===== src/rtl/core/kclt_pkg.sv =====
// ----------------------------------------------------------------------------
// kclt_pkg
// Types and codes shared by the keyed compacting list table.
// ----------------------------------------------------------------------------
package kclt_pkg;

    localparam int OP_W     = 2;
    localparam int KEY_W    = 32;
    localparam int HANDLE_W = 32;
    localparam int STATUS_W = 2;
    localparam int TOTAL_W  = 7;

    typedef logic [OP_W-1:0]         opcode_t;
    typedef logic signed [KEY_W-1:0] key_t;
    typedef logic [HANDLE_W-1:0]     handle_t;
    typedef logic [STATUS_W-1:0]     status_t;
    typedef logic [TOTAL_W-1:0]      total_t;

    localparam opcode_t OP_INSERT = 2'd0;
    localparam opcode_t OP_REMOVE = 2'd1;
    localparam opcode_t OP_SEARCH = 2'd2;

    localparam status_t ST_DONE = 2'd0;
    localparam status_t ST_DUP  = 2'd1;
    localparam status_t ST_FULL = 2'd2;
    localparam status_t ST_MISS = 2'd3;

    typedef struct packed {
        logic cmp_en;
        logic shift_en;
        logic load_en;
    } cell_ctrl_t;

endpackage


===== src/rtl/core/kclt_cell.sv =====
// ----------------------------------------------------------------------------
// kclt_cell
// One list slot: holds a key and handle, compares against the request key,
// takes its upper neighbour's entry on compaction or a new entry on insert.
// ----------------------------------------------------------------------------
module kclt_cell (
    input  logic                 clk,
    input  logic                 rst_n,
    input  kclt_pkg::cell_ctrl_t ctrl,
    input  logic                 live,
    input  kclt_pkg::key_t       cmp_key,
    input  kclt_pkg::key_t       load_key,
    input  kclt_pkg::handle_t    load_handle,
    input  kclt_pkg::key_t       nbr_key,
    input  kclt_pkg::handle_t    nbr_handle,
    output kclt_pkg::key_t       key,
    output kclt_pkg::handle_t    handle,
    output logic                 match,
    output kclt_pkg::handle_t    sel_handle
);

    kclt_pkg::key_t    key_reg;
    kclt_pkg::key_t    key_next;
    kclt_pkg::handle_t handle_reg;
    kclt_pkg::handle_t handle_next;
    logic              match_reg;
    logic              match_next;

    always_comb
    begin
        key_next    = key_reg;
        handle_next = handle_reg;
        if (ctrl.load_en)
        begin
            key_next    = load_key;
            handle_next = load_handle;
        end
        else if (ctrl.shift_en)
        begin
            key_next    = nbr_key;
            handle_next = nbr_handle;
        end
    end

    assign match_next = ctrl.cmp_en ? (live && (key_reg == cmp_key)) : match_reg;

    always_ff @(posedge clk)
    begin
        key_reg    <= key_next;
        handle_reg <= handle_next;
    end

    always_ff @(posedge clk or negedge rst_n)
    begin
        if (!rst_n)
        begin
            match_reg <= 1'b0;
        end
        else
        begin
            match_reg <= match_next;
        end
    end

    assign key        = key_reg;
    assign handle     = handle_reg;
    assign match      = match_reg;
    assign sel_handle = match_reg ? handle_reg : '0;

endmodule


===== config.mk =====
export PLATFORM = sky130hd
export DESIGN_NAME = kclt_cell
export DESIGN_NICKNAME = d
export VERILOG_FILES = /design/src/rtl/core/kclt_pkg.sv /design/src/rtl/core/kclt_cell.sv
export SDC_FILE = /design/constraint.sdc
export NUM_CORES = 1
export LEC_CHECK = 0
export BUFFER_PORTS_ARGS = -buffer_cell sky130_fd_sc_hd__buf_2
export CAP_MARGIN = 20
export CORE_AREA = 2 2 101 103
export DETAILED_ROUTE_END_ITERATION = 16
export DIE_AREA = 0 0 103 105
export GPL_TIMING_DRIVEN = 0
export PLACE_DENSITY = 0.68
export SYNTH_ARGS = -nofsm -noshare
export SYNTH_HDL_FRONTEND = slang
export SYNTH_SLANG_ARGS = --single-unit
export TNS_END_PERCENT = 100

===== constraint.sdc =====
create_clock -name clk -period 5.18 [get_ports clk]
set_clock_uncertainty 0.2 [all_clocks]
set_input_delay 0.259 -clock clk [delete_from_list [all_inputs] [get_ports clk]]
set_output_delay 0.259 -clock clk [all_outputs]
set_load 0.01 [all_outputs]

==> impl_metrics.ini <==
[outcome]
outcome = finished clean

[placed_design]
gp_congestion = 0.765
dp_hpwl_mm = 7.64
dpl.cell_count = 611
pre_cts_ws_ps = 2700
numPortBuffers = 261
placed_area_um2 = 4770

[die]
core_area_um2 = 9640
die_y_um = 105
placementRows = 36
die_x_um = 103
dieArea_um2 = 10800
boundaryPins = 263
initial_core_util_pct = 34.2

[yosys]
syn_area_um2 = 3300
syn_nets = 383
synthTopCellsByArea = edfxtp_1 (58%), mux2_1 (22%), and2_1 (6.1%)
synth_cell_types = 16
synth-seq-area-share_pct = 59.0
netlist_instances = 217
synth.avg_cell_area_um2 = 15.2
netlist.area_leader.share_pct = 58.3
yosysTopAreaCell = edfxtp_1
yosys_warnings = 0
ys_ff_latch = 65

[timing]
post-route-period-util_pct = 40.3
tightest_slew_ps = 884
slew_violations = 0
setup_slack_ps = 3090
fin_hold_ws_ps = 14.9
rsz0062_at_grt = no
tns_ps = 0
hold_viol = 0
slew_headroom_pct = 41.1
setup_viol = 0
min_period_ps = 2090
clock.fmax_mhz = 479

[critical_path]
crit_chain = clkbuf_1 -> buf_2 -> mux2_1 -> dlygate4sd3_1
critPathLaunchType = input pin
worstSetupPathType = in2reg
reg2regPathDepth = 5
ff2ff_setup_slack_ps = 3110
worst_ep_required_time_ps = 5060
cp_max_fo = 10
slowest_delay_ps = 570
crit_arrival_ps = 1970
r2r-end = match
endpoint_kind = flip-flop
cpMaxStageDelayCell = dlygate4sd3_1
timing.rr.start = key[5]

[global_routing]
grt_pass1_vias = 3091
grt_max_degree = 65
gr-total-overflow = 0
grtUsageTotal_pct = 17.7
antenna_found_initial = 1
grt_pass1_wl_mm = 14.4

[clock_network]
clock_sinks = 65
cts-hold-fix-buffers = 43
root_buffer = clkbuf_8
cts-buffers-inserted = 9
postCtsSetupBuffers = 0
clk_path_buf_depth = 2
htreeDepth = 3
cts_tree = built
post_cts_resized = 0
clk_pin_slew_ps = 80
clkLatencyLatePin_ps = 330

[drt]
drtAntennaViolNets = 0
drc = 0
routed_via_density = 4.43
vias = 2979
routed_wl_mm = 10.1
drt_iter0_drc = 83
dr.pass1.iters = 5
wire_per_inst_um = 15.1

[layout]
drive_gt1_share_pct = 52.5
insertedDiodeCount = 0
fin_nets = 700
final_cells = 672
final_util_pct = 56.0
area_growth_pct = 63.7
final_area_um2 = 5400
nFillCells = 858
register_area_um2 = 1950
multiInputGateArea_um2 = 1310

[power]
power.density_nw_per_um2 = 247
p_leak_nw = 2.52
power.total_mw = 1.34
irDropWorstVdd_v = 0.000161

[worst_hold_path]
hold_start = nbr_handle[28]
worstHoldPathCells = 2
whs_endpoint = handle[28]
min_path_type = in2reg

[job]
cap_violations = 0
cells in the mapped netlist:
library cell  instances
edfxtp_1             64
mux2_1               64
and2_1               32
xor2_1               20
xnor2_1              12
buf_2                 5
clkbuf_1              5
nor4_1                5
nand4_1               3
dfrtp_1               1
inv_1                 1
nand3_1               1
nand4_4               1
o22ai_2               1
or2_1                 1
or4_1                 1
power breakdown:
| part | total [mW] | leakage [nW] | internal, mW | switching [mW] |
|---|---|---|---|---|
| clock | 0.381 | 0.0826 | 0.187 | 0.194 |
| sequential | 0.680 | 0.666 | 0.646 | 0.0340 |
| combinational | 0.274 | 1.77 | 0.152 | 0.121 |
| total | 1.34 | 2.52 | 0.986 | 0.349 |
layer usage:
layer  GRT usage (%)  wire (um)
met1            17.6       3700
met2            33.7       5410
met3            5.15        773
met4            6.11        234
met5               0         13
cell families after synthesis:
logic type,count (synthesis),synth area share (%)
DFF,65,59.0
muxes,64,21.9
and+or+nand+nor,44,8.80
xor gates and xnor gates,32,8.50
buffers and inverters,11,1.44
AOI/OAI and AO/OA,1,0.379
cell type report:
| class | instances | area share, % |
|---|---|---|
| Inverter | 1 | 0.0695 |
| Sequential cell | 65 | 36.1 |
| Buffer | 10 | 0.811 |
| Clock inverter | 4 | 0.533 |
| Timing Repair Buffer | 306 | 32.5 |
| Tap cell | 133 | 3.08 |
| Multi-Input combinational cell | 141 | 24.2 |
| Clock buffer | 12 | 2.69 |
worst max path at each step:
stage	endpoint	depth (start not counted)	from
2_1_floorplan	handle[0]	3	ctrl[0]
3_3_place_gp	handle[12]	3	ctrl[0]
3_5_place_dp	handle[10]	3	ctrl[0]
4_1_cts	handle[13]	3	ctrl[0]
5_1_grt	handle[30]	3	ctrl[0]
6_report	key[7]	4	ctrl[0]
critical path, delay by kind of cell:
kind	cells	cell delay, ps
buffers and inverters	3	1350
muxes	1	360
cell usage in the layout (no fill, tap or decap), drive strengths merged:
master	synthesis	routed
nand3	1	1
xor2	20	20
clkbuf	5	17
mux2	64	64
or2	1	1
nor4	5	5
xnor2	12	12
dfrtp	1	1
buf	5	266
inv	1	1
o22ai	1	1
nand4	4	4
or4	1	1
edfxtp	64	64
dlygate4sd3	0	45
and2	32	32
clkinv	0	2
clkinvlp	0	2
Note: power is estimated with default switching activity, not from simulation.
